<file path="src/sv/bsm_pkg.sv">
// Shared types and constants of the stack machine execution unit.
// Used by bsm_cell, the top module, the checker and the testbench; depends on nothing.
package bsm_pkg;

    localparam int STACK_DEPTH_DEF = 16;
    localparam int NUM_REGS_DEF    = 8;

    typedef enum logic [3:0] {
        ACT_PUSH    = 4'd0,
        ACT_POP     = 4'd1,
        ACT_TOREG   = 4'd2,
        ACT_FROMREG = 4'd3,
        ACT_CMP     = 4'd4,
        ACT_ADD     = 4'd5,
        ACT_SUB     = 4'd6,
        ACT_MUL     = 4'd7,
        ACT_DIV     = 4'd8,
        ACT_JMP     = 4'd9,
        ACT_JIE     = 4'd10,
        ACT_JINE    = 4'd11,
        ACT_JIG     = 4'd12,
        ACT_JIL     = 4'd13,
        ACT_JIEG    = 4'd14,
        ACT_JIEL    = 4'd15
    } t_action;

    typedef enum logic [2:0] {
        ST_OK      = 3'd0,
        ST_UNDER   = 3'd1,
        ST_OVER    = 3'd2,
        ST_BADREG  = 3'd3,
        ST_DIVZERO = 3'd4
    } t_status;

    // What one stack cell loads in a cycle.
    typedef enum logic [1:0] {
        SH_HOLD  = 2'd0,
        SH_ABOVE = 2'd1,
        SH_DN1   = 2'd2,
        SH_DN2   = 2'd3
    } t_shift;

    typedef struct packed {
        logic [3:0] action;
        logic [7:0] operand;
    } t_item;

    typedef struct packed {
        logic       branch_taken;
        logic [7:0] top_value;
        logic [2:0] status;
    } t_result;

endpackage

</file>
<file path="src/sv/bsm_cell.sv">
// One entry of the value stack, kept as a cell of a shifting chain.
// Depends on bsm_pkg for the shift command type.
module bsm_cell (
    input  logic           i_clk,
    input  bsm_pkg::t_shift i_op,
    input  logic [7:0]     i_above,
    input  logic [7:0]     i_dn1,
    input  logic [7:0]     i_dn2,
    output logic [7:0]     o_val
);
    import bsm_pkg::*;

    logic [7:0] r_val;
    logic [7:0] n_val;

    always_comb begin
        unique case (i_op)
            SH_HOLD:  n_val = r_val;
            SH_ABOVE: n_val = i_above;
            SH_DN1:   n_val = i_dn1;
            SH_DN2:   n_val = i_dn2;
            default:  n_val = r_val;
        endcase
    end

    always_ff @(posedge i_clk) begin
        r_val <= n_val;
    end

    assign o_val = r_val;

endmodule

</file>
<file path="src/sv/bsm_div.sv">
// Unsigned 8-bit restoring divider, two quotient bits per cycle.
// Depends on nothing; the divisor is nonzero whenever it is started.
module bsm_div (
    input  logic       i_clk,
    input  logic       i_rst_n,
    input  logic       i_start,
    input  logic [7:0] i_dividend,
    input  logic [7:0] i_divisor,
    output logic       o_done,
    output logic [7:0] o_quotient
);
    logic       r_busy;
    logic       r_done;
    logic [1:0] r_cnt;
    logic [8:0] r_rem;
    logic [7:0] r_quo;
    logic [7:0] r_dvs;
    logic [8:0] n_rem;
    logic [7:0] n_quo;

    // Two dependent shift-subtract steps on 9-bit values.
    always_comb begin
        logic [8:0] rem;
        logic [7:0] quo;
        rem = r_rem;
        quo = r_quo;
        for (int k = 0; k < 2; k++) begin
            rem = {rem[7:0], quo[7]};
            quo = {quo[6:0], 1'b0};
            if (rem >= {1'b0, r_dvs}) begin
                rem    = rem - {1'b0, r_dvs};
                quo[0] = 1'b1;
            end
        end
        n_rem = rem;
        n_quo = quo;
    end

    always_ff @(posedge i_clk) begin
        if (!i_rst_n) begin
            r_busy <= 1'b0;
            r_done <= 1'b0;
            r_cnt  <= '0;
        end else begin
            r_done <= 1'b0;
            if (i_start) begin
                r_busy <= 1'b1;
                r_cnt  <= '0;
            end else if (r_busy) begin
                r_cnt <= r_cnt + 2'd1;
                if (r_cnt == 2'd3) begin
                    r_busy <= 1'b0;
                    r_done <= 1'b1;
                end
            end
        end
    end

    always_ff @(posedge i_clk) begin
        if (i_start) begin
            r_rem <= '0;
            r_quo <= i_dividend;
            r_dvs <= i_divisor;
        end else if (r_busy) begin
            r_rem <= n_rem;
            r_quo <= n_quo;
        end
    end

    assign o_done     = r_done;
    assign o_quotient = r_quo;

endmodule

</file>
<file path="src/sv/bsm_regfile.sv">
// General register file: one write port, one registered read port.
// Valid bits make unwritten registers read as zero; no package needed.
module bsm_regfile #(
    parameter  int NUM_REGS = 8,
    localparam int RegIdxW  = (NUM_REGS > 1) ? $clog2(NUM_REGS) : 1
) (
    input  logic               i_clk,
    input  logic               i_rst_n,
    input  logic               i_rd_en,
    input  logic [RegIdxW-1:0] i_rd_idx,
    input  logic               i_wr_en,
    input  logic [RegIdxW-1:0] i_wr_idx,
    input  logic [7:0]         i_wr_data,
    output logic [7:0]         o_rd_data
);
    logic [7:0]          r_mem [NUM_REGS];
    logic [NUM_REGS-1:0] r_valid;
    logic [7:0]          r_rd_mem;
    logic                r_rd_vld;

    always_ff @(posedge i_clk) begin
        if (!i_rst_n) begin
            r_valid <= '0;
        end else if (i_wr_en) begin
            r_valid[i_wr_idx] <= 1'b1;
        end
    end

    always_ff @(posedge i_clk) begin
        if (i_wr_en) begin
            r_mem[i_wr_idx] <= i_wr_data;
        end
        if (i_rd_en) begin
            r_rd_mem <= r_mem[i_rd_idx];
            r_rd_vld <= r_valid[i_rd_idx];
        end
    end

    assign o_rd_data = r_rd_vld ? r_rd_mem : 8'd0;

endmodule

</file>
<file path="src/sv/byte_stack_machine_execute.sv">
// Stack machine execution unit: one decoded instruction per transfer in, one result out.
// An instruction is accepted and then executed; a div is accepted, started in the execute step,
// run through the four passes of the two-bit-per-cycle divider, waits for its done flag and commits.
// A full, stalled output register holds the commit, and input stays stalled until the unit is idle.
// Depends on bsm_pkg, bsm_cell, bsm_div and bsm_regfile.
module byte_stack_machine_execute #(
    parameter int STACK_DEPTH = bsm_pkg::STACK_DEPTH_DEF,
    parameter int NUM_REGS    = bsm_pkg::NUM_REGS_DEF
) (
    input  logic             i_clk,
    input  logic             i_rst_n,
    input  logic             i_in_valid,
    output logic             o_in_stall,
    input  bsm_pkg::t_item   i_in,
    output logic             o_out_valid,
    input  logic             i_out_stall,
    output bsm_pkg::t_result o_out
);
    import bsm_pkg::*;

    localparam int DepthW  = $clog2(STACK_DEPTH + 1);
    localparam int RegIdxW = (NUM_REGS > 1) ? $clog2(NUM_REGS) : 1;

    typedef enum logic [1:0] {
        S_IDLE,
        S_EXEC,
        S_DIV,
        S_COMMIT
    } t_state;

    typedef enum logic [2:0] {
        K_HOLD,
        K_PUSH,
        K_POP1,
        K_POP2,
        K_REPL
    } t_kind;

    t_state            r_state;
    t_action           r_act;
    logic [7:0]        r_opd;
    logic [DepthW-1:0] r_depth;
    logic              r_flag_eq;
    logic              r_flag_gt;
    logic              r_flag_lt;
    t_result           r_out;
    logic              r_out_valid;

    logic [7:0]        w_cell [STACK_DEPTH + 2];
    logic [7:0]        w_reg_rd;
    logic              w_div_done;
    logic [7:0]        w_quo;
    logic [15:0]       w_prod;
    logic              w_accept;
    logic              w_out_free;
    logic              w_commit;
    logic              w_div_go;
    t_kind             w_kind;
    t_status           w_status;
    logic              w_taken;
    logic [7:0]        w_new_val;
    logic              w_set_flags;
    logic              w_reg_we;
    logic              w_bad_reg;
    logic              w_full;
    logic              w_empty;
    logic [DepthW-1:0] n_depth;
    logic [7:0]        n_top;

    assign w_accept   = i_in_valid && (r_state == S_IDLE);
    assign o_in_stall = (r_state != S_IDLE);
    assign w_out_free = !r_out_valid || !i_out_stall;

    assign w_bad_reg = {1'b0, r_opd} >= 9'(NUM_REGS);
    assign w_full    = (r_depth == DepthW'(STACK_DEPTH));
    assign w_empty   = (r_depth == '0);
    assign w_prod    = w_cell[1] * w_cell[0];

    // Top of stack is cell 0, the second operand; cell 1 is the first operand.
    always_comb begin
        w_kind      = K_HOLD;
        w_status    = ST_OK;
        w_taken     = 1'b0;
        w_new_val   = r_opd;
        w_set_flags = 1'b0;
        w_reg_we    = 1'b0;
        unique case (r_act)
            ACT_PUSH: begin
                if (w_full) w_status = ST_OVER;
                else        w_kind   = K_PUSH;
            end
            ACT_POP: begin
                if (w_empty) w_status = ST_UNDER;
                else         w_kind   = K_POP1;
            end
            ACT_TOREG: begin
                if (w_bad_reg) begin
                    w_status = ST_BADREG;
                end else if (w_empty) begin
                    w_status = ST_UNDER;
                end else begin
                    w_kind   = K_POP1;
                    w_reg_we = 1'b1;
                end
            end
            ACT_FROMREG: begin
                if (w_bad_reg) begin
                    w_status = ST_BADREG;
                end else if (w_full) begin
                    w_status = ST_OVER;
                end else begin
                    w_kind    = K_PUSH;
                    w_new_val = w_reg_rd;
                end
            end
            ACT_CMP, ACT_ADD, ACT_SUB, ACT_MUL, ACT_DIV: begin
                // A zero divisor is reported as soon as one entry is present.
                if (w_empty) begin
                    w_status = ST_UNDER;
                end else if (r_act == ACT_DIV && w_cell[0] == 8'd0) begin
                    w_status = ST_DIVZERO;
                end else if (r_depth < DepthW'(2)) begin
                    w_status = ST_UNDER;
                end else if (r_act == ACT_CMP) begin
                    w_kind      = K_POP2;
                    w_set_flags = 1'b1;
                end else begin
                    w_kind = K_REPL;
                    priority case (r_act)
                        ACT_ADD: w_new_val = w_cell[1] + w_cell[0];
                        ACT_SUB: w_new_val = w_cell[1] - w_cell[0];
                        ACT_MUL: w_new_val = w_prod[7:0];
                        default: w_new_val = w_quo;
                    endcase
                end
            end
            ACT_JMP:  w_taken = 1'b1;
            ACT_JIE:  w_taken = r_flag_eq;
            ACT_JINE: w_taken = !r_flag_eq;
            ACT_JIG:  w_taken = r_flag_gt;
            ACT_JIL:  w_taken = r_flag_lt;
            ACT_JIEG: w_taken = r_flag_eq || r_flag_gt;
            ACT_JIEL: w_taken = r_flag_eq || r_flag_lt;
            default:  w_taken = 1'b0;
        endcase
    end

    always_comb begin
        unique case (w_kind)
            K_HOLD: begin n_depth = r_depth;               n_top = w_cell[0]; end
            K_PUSH: begin n_depth = r_depth + DepthW'(1);  n_top = w_new_val; end
            K_POP1: begin n_depth = r_depth - DepthW'(1);  n_top = w_cell[1]; end
            K_POP2: begin n_depth = r_depth - DepthW'(2);  n_top = w_cell[2]; end
            K_REPL: begin n_depth = r_depth - DepthW'(1);  n_top = w_new_val; end
            default: begin n_depth = r_depth;              n_top = w_cell[0]; end
        endcase
    end

    assign w_div_go = (r_state == S_EXEC) && (r_act == ACT_DIV) && (w_status == ST_OK);
    assign w_commit = (((r_state == S_EXEC) && !w_div_go) || (r_state == S_COMMIT))
                      && w_out_free;

    always_ff @(posedge i_clk) begin
        if (!i_rst_n) begin
            r_state     <= S_IDLE;
            r_out_valid <= 1'b0;
            r_depth     <= '0;
            r_flag_eq   <= 1'b0;
            r_flag_gt   <= 1'b0;
            r_flag_lt   <= 1'b0;
        end else begin
            if (w_commit) begin
                r_out_valid <= 1'b1;
            end else if (!i_out_stall) begin
                r_out_valid <= 1'b0;
            end
            unique case (r_state)
                S_IDLE: begin
                    if (w_accept) r_state <= S_EXEC;
                end
                S_EXEC: begin
                    if (w_div_go)      r_state <= S_DIV;
                    else if (w_commit) r_state <= S_IDLE;
                end
                S_DIV: begin
                    if (w_div_done) r_state <= S_COMMIT;
                end
                S_COMMIT: begin
                    if (w_commit) r_state <= S_IDLE;
                end
                default: r_state <= S_IDLE;
            endcase
            if (w_commit) begin
                r_depth <= n_depth;
                if (w_set_flags) begin
                    r_flag_eq <= (w_cell[1] == w_cell[0]);
                    r_flag_gt <= (w_cell[1] > w_cell[0]);
                    r_flag_lt <= (w_cell[1] < w_cell[0]);
                end
            end
        end
        if (w_accept) begin
            r_act <= t_action'(i_in.action);
            r_opd <= i_in.operand;
        end
        if (w_commit) begin
            r_out.branch_taken <= w_taken;
            r_out.top_value    <= (n_depth == '0) ? 8'd0 : n_top;
            r_out.status       <= w_status;
        end
    end

    assign o_out_valid = r_out_valid;
    assign o_out       = r_out;

    // Stack chain: cell i takes from cell i-1 (cell 0 the new value) on a push, from i+1 or i+2 on pops.
    assign w_cell[STACK_DEPTH]     = 8'd0;
    assign w_cell[STACK_DEPTH + 1] = 8'd0;

    for (genvar i = 0; i < STACK_DEPTH; i++) begin : g_cell
        t_shift     w_op;
        logic [7:0] w_above;

        assign w_above = (i == 0) ? w_new_val : w_cell[(i == 0) ? 0 : i - 1];

        always_comb begin
            w_op = SH_HOLD;
            if (w_commit) begin
                unique case (w_kind)
                    K_HOLD:  w_op = SH_HOLD;
                    K_PUSH:  w_op = SH_ABOVE;
                    K_POP1:  w_op = SH_DN1;
                    K_POP2:  w_op = SH_DN2;
                    K_REPL:  w_op = (i == 0) ? SH_ABOVE : SH_DN1;
                    default: w_op = SH_HOLD;
                endcase
            end
        end

        bsm_cell u_cell (
            .i_clk   (i_clk),
            .i_op    (w_op),
            .i_above (w_above),
            .i_dn1   (w_cell[i + 1]),
            .i_dn2   (w_cell[i + 2]),
            .o_val   (w_cell[i])
        );
    end

    bsm_div u_div (
        .i_clk      (i_clk),
        .i_rst_n    (i_rst_n),
        .i_start    (w_div_go),
        .i_dividend (w_cell[1]),
        .i_divisor  (w_cell[0]),
        .o_done     (w_div_done),
        .o_quotient (w_quo)
    );

    bsm_regfile #(
        .NUM_REGS (NUM_REGS)
    ) u_regs (
        .i_clk     (i_clk),
        .i_rst_n   (i_rst_n),
        .i_rd_en   (w_accept),
        .i_rd_idx  (i_in.operand[RegIdxW-1:0]),
        .i_wr_en   (w_commit && w_reg_we),
        .i_wr_idx  (r_opd[RegIdxW-1:0]),
        .i_wr_data (w_cell[0]),
        .o_rd_data (w_reg_rd)
    );

    a_depth_bound: assert property (@(posedge i_clk) disable iff (!i_rst_n)
        r_depth <= DepthW'(STACK_DEPTH))
        else $error("stack depth beyond capacity");

    a_fault_no_branch: assert property (@(posedge i_clk) disable iff (!i_rst_n)
        o_out_valid && (o_out.status != ST_OK) |-> !o_out.branch_taken)
        else $error("faulting instruction reports a taken branch");

    a_empty_top_zero: assert property (@(posedge i_clk) disable iff (!i_rst_n)
        o_out_valid && (r_depth == '0) |-> (o_out.top_value == 8'd0))
        else $error("empty stack reports a nonzero top value");

    a_div_done_state: assert property (@(posedge i_clk) disable iff (!i_rst_n)
        w_div_done |-> (r_state == S_DIV))
        else $error("divider finished outside a divide");

endmodule

</file>
<file path="config.mk">
export PLATFORM = sky130hd
export DESIGN_NAME = byte_stack_machine_execute
export DESIGN_NICKNAME = d
export VERILOG_FILES = /design/src/sv/bsm_pkg.sv /design/src/sv/bsm_cell.sv /design/src/sv/bsm_div.sv /design/src/sv/bsm_regfile.sv /design/src/sv/byte_stack_machine_execute.sv
export SDC_FILE = /design/constraint.sdc
export NUM_CORES = 1
export LEC_CHECK = 0
export ABC_AREA = 1
export BUFFER_PORTS_ARGS = -buffer_cell sky130_fd_sc_hd__buf_2
export CORE_MARGIN = 4
export CORE_UTILIZATION = 58
export DETAILED_ROUTE_END_ITERATION = 8
export PLACE_DENSITY = 0.81
export SETUP_SLACK_MARGIN = 0.05
export SLEW_MARGIN = 20
export SYNTH_ARGS = -nofsm -noshare
export SYNTH_HDL_FRONTEND = slang
export SYNTH_HIERARCHICAL = 1
export SYNTH_SLANG_ARGS = --single-unit
</file>
<file path="constraint.sdc">
create_clock -name i_clk -period 3.65 [get_ports i_clk]
set_input_delay 0.365 -clock i_clk [delete_from_list [all_inputs] [get_ports i_clk]]
set_output_delay 0.365 -clock i_clk [all_outputs]
set_load 0.005 [all_outputs]
</file>
==> summary.md <==
| Metric | Value |
|---|---|
| Power share of the sequential group | `between 30% and 40%` |
| DIE AREA | `0.0323 mm2` |
| TritonCTS clock tree | `yes` |
| Max cap viols | `0` |
| Outcome | `complete, but fails checks` |
| Die width | `approximately 180 um` |
| Skew-Pair Late Insertion Delay | `between 0.5 and 0.6 ns` |
| Clock slew at reported path FFs | `roughly 0.060 ns` |
| Yosys cell types | `56` |
| Tot Pwr | `~0.0093 W` |
| Layout Utilization | `about two thirds` |
| Yosys reg bits | `272` |
| Final Worst Setup Slack | `-0.335 ns` |
| Total Routed Length | `44,000 um` |
| Clock power share | `31.8%` |
| Global placement routability congestion | `0.971` |
| P_leak | `8.42 nW` |
| Core Rows | `62` |
| Switching Fraction | `between 30% and 40%` |
| Max VDD drop | `between 300 and 400 uV` |
| Asr flop ratio synth | `0%` |
| 1st-iter DRT viols | `~1,400` |
| Crit-path cells | `buf_6 -> nand2_2 -> fa_2 -> fa_1 -> inv_1 -> fa_1 -> inv_2 -> fa_2 -> inv_2 -> ha_4 -> nand2_2 -> nand2_2 -> a31oi_4 -> nand3_1 -> nand3_2 -> nand3_2 -> nand2_2 -> nand2_2 -> nand2_1 -> nand3_1` |
| Crit path time final | `between 3 and 4 ns` |
| Yosys warnings | `6` |
| Core area | `~0.029 mm2` |
| Fin Hold WS | `approximately 0.033 ns` |
| Worst min path class | `input port to flip-flop` |
| # diodes | `0` |
| P&R area growth vs syn | `10.3%` |
| DRT antenna net count | `0` |
| Grt total ovfl | `0` |
| Die span in y | `180 um` |
| Synth Instances | `1,999` |
| Worst setup EP type | `flip-flop` |
| Final Hold Fails | `0` |
| DP HPWL | `roughly 31,000 um` |
| Tightest Pin Transition | `around 0.77 ns` |
| Max FO, Critical Path | `3` |
| Top delay family on crit path | `adder cells` |
| Pint | `0.00628 W` |
| RSZ-0062 raised after global routing | `true` |
| # clock sinks | `272` |
| Cell accounting for the most synthesized area | `edfxtp_1` |
| DRC Markers | `0` |
| Startpoint types | `flip-flop` |
| Reg2reg setup slack | `-0.33 ns` |
| Avg Inst Size Synth | `between 8 and 9 um2` |
| Worst path slowest cell | `fa_2` |
| Crit path required time | `3.95 ns` |
| Final setup violation count | `8` |
| Starting Density | `between 50 and 60%` |
| Yosys top cell area share | `a little over two fifths` |
| Share of post-route cells with drive strength above 1 | `14.9%` |
| Clock Skew | `~0.014 ns` |
| Fin crit share | `109%` |
| Syn Std Cell Area | `around 0.017 mm2` |
| CTS Root Cell | `clkbuf_16` |
| Via count | `roughly 14,000` |
| Slew headroom | `slightly below 50%` |
| Fillers | `approximately 2,300` |
| Combinational Power Share | `28.5%` |
| Placed cells | `2,423` |
| Number of global-route vias before repair | `between 10,000 and 15,000` |
| Main flop type after synthesis | `edfxtp_1` |
| Post-synth EDFFs | `approximately 240` |
| Top-count cell post-synth | `nand2_1` |
| Top post-synthesis cells by count | `nand2_1, nand3_1, inv_1` |
| Slew Limit Fails | `0` |
| Fin cells | `roughly 2,500` |
| Pwr Density | `slightly below 500 mW/mm2` |
| Global-route wire length before repair | `roughly 70,000 um` |
| Worst-case clock buffer depth | `3` |
| GRT Total Usage | `a little over a quarter` |
| Slowest stage delay, CP | `approximately 0.53 ns` |
| DR pass1 iterations | `6` |
| Routed WL per cell | `about 18 um` |
| I/O pin cnt | `30` |
| NetSw | `a little over 0.003 W` |
| H-tree levels | `1` |
| Num CTS Buffers | `29` |
| Most Frequent Cell on Critical Path | `nand2_2` |
| Failing checks | `setup timing` |
| Final nets | `~2,200` |
| Max Clk Rate | `251 MHz` |
| WP buf/inv | `4` |
| Seq/Total Area, Yosys | `46.0%` |
| Initial antenna violation count | `0` |
| Largest net degree at the start of global routing | `51` |
| Ranking of synthesized cells by area | `edfxtp_1, nand3_1, nand2_1` |
| Port Buffers | `29` |
| Routed vias/inst | `between 5 and 6` |
| Worst Setup Path Type | `flip-flop to flip-flop` |
| Worst EP arrival | `about 4.3 ns` |
## power groups by stage
stage / clock network, W / registers (W) / logic [W]
after floorplan: 0 / 0.00372 / 0.00188
after global placement: 0 / 0.00376 / 0.00226
after global routing: 0.00314 / 0.00372 / 0.00293
after CTS: 0.00302 / 0.00370 / 0.00241
final: 0.00297 / 0.00370 / 0.00266
after detailed placement: 0 / 0.00376 / 0.00234
## repair_timing
item / 4_1_cts / 5_1_grt
gates cloned: 0 / 2
hold buffers: 8 / 0
endpoints found under the setup margin: 8 / 36
gates resized for setup: 21 / 40
hold endpoints to repair: 8 / 0
pin swaps: 22 / 18
setup buffers: 7 / 5
## layout by cell type (no fill, tap or decap), types with 31 or more instances in the layout
cell type / instances
edfxtp_1: 241
nand3_1: 464
ha_1: 42
nand2_1: 512
inv_2: 37
inv_1: 232
nor2_1: 77
buf_4: 57
a21oi_1: 40
nand2_2: 35
dfxtp_1: 31
## layout make-up
| type | count | area [um2] | area share [%] |
|---|---|---|---|
| Sequential cell | 272 | 7860 | 41.7 |
| Multi-Input combinational cell | 1389 | 7520 | 39.9 |
| Inverter | 292 | 1200 | 6.35 |
| Timing Repair Buffer | 107 | 843 | 4.47 |
| Clock buffer | 35 | 748 | 3.97 |
| Tap cell | 384 | 480 | 2.55 |
| Clock inverter | 19 | 204 | 1.08 |
## through the flow
step	cell area (um2)	TNS, ns	setup slack (ns)
final	18800	-1.96	-0.335
after global routing	18800	-3.01	-0.474
after CTS	18600	-1.31	-0.258
after detailed placement	17500	-2.00	-0.407
after global placement	17500	-1.52	-0.313
after floorplan	17200	-0.805	-0.204
## logic make-up after synthesis
logic type | Yosys count | synth area share (%)
AO/OA/AOI/OAI | 127 | 4.45
buffers and inverters | 363 | 12.1
adder cells (fa/ha/maj) | 69 | 5.80
flip-flops | 272 | 46.0
AND/OR/NAND/NOR | 1150 | 30.8
other | 1 | 0.0220
XOR/XNOR | 17 | 0.872
## routing by layer
layer  track usage (%)  vias to the layer above  part of all wire, %
met3              3.44                      137                  7.4
met5                 0                        -                    0
met1              34.4                     6782                   40
li1                  -                     6846                    -
met2              44.0                      711                   49
met4              10.1                        0                  3.9
## worst register-to-register path, stage by stage (launching register included)
cell and delay (ns):
edfxtp_1 0.43, buf_6 0.14, nand2_2 0.06, fa_2 0.37, fa_1 0.51, inv_1 0.05, fa_1 0.48, inv_2 0.04
fa_2 0.53, inv_2 0.04, ha_4 0.23, nand2_2 0.06, nand2_2 0.06, a31oi_4 0.16, nand3_1 0.10, nand3_2 0.10
nand3_2 0.09, nand2_2 0.07, nand2_2 0.06, nand2_1 0.08, nand3_1 0.07
## worst paths after layout
| kind | start | endpoint | cells after the start |
|---|---|---|---|
| hold reg to reg | u_regs/r_valid[2]$_SDFFE_PN0P_ | u_regs/r_valid[2]$_SDFFE_PN0P_ | 2 |
| setup / recovery | g_cell[1].u_cell/o_val[2]$_DFFE_PP_ | g_cell[0].u_cell/o_val[7]$_DFFE_PP_ | 20 |
| hold / removal | i_in[3] | r_opd[3]$_DFFE_PP_ | 1 |
| setup reg to reg | g_cell[1].u_cell/o_val[2]$_DFFE_PP_ | g_cell[0].u_cell/o_val[7]$_DFFE_PP_ | 20 |
## state kept, by name, indices dropped and copies added, names as in the netlist, 2 cells and up
name / flops
g_cell.u_cell/o_val: 128
o_out: 12
u_div/o_quotient: 8
u_div/r_dvs: 8
u_div/r_rem: 8
u_regs/r_mem: 64
r_depth: 5
u_regs/r_valid: 8
r_act: 4
r_state: 2
u_regs/r_rd_mem: 8
r_opd: 8
u_div/r_cnt: 2
(Power assumes the default switching activity.)
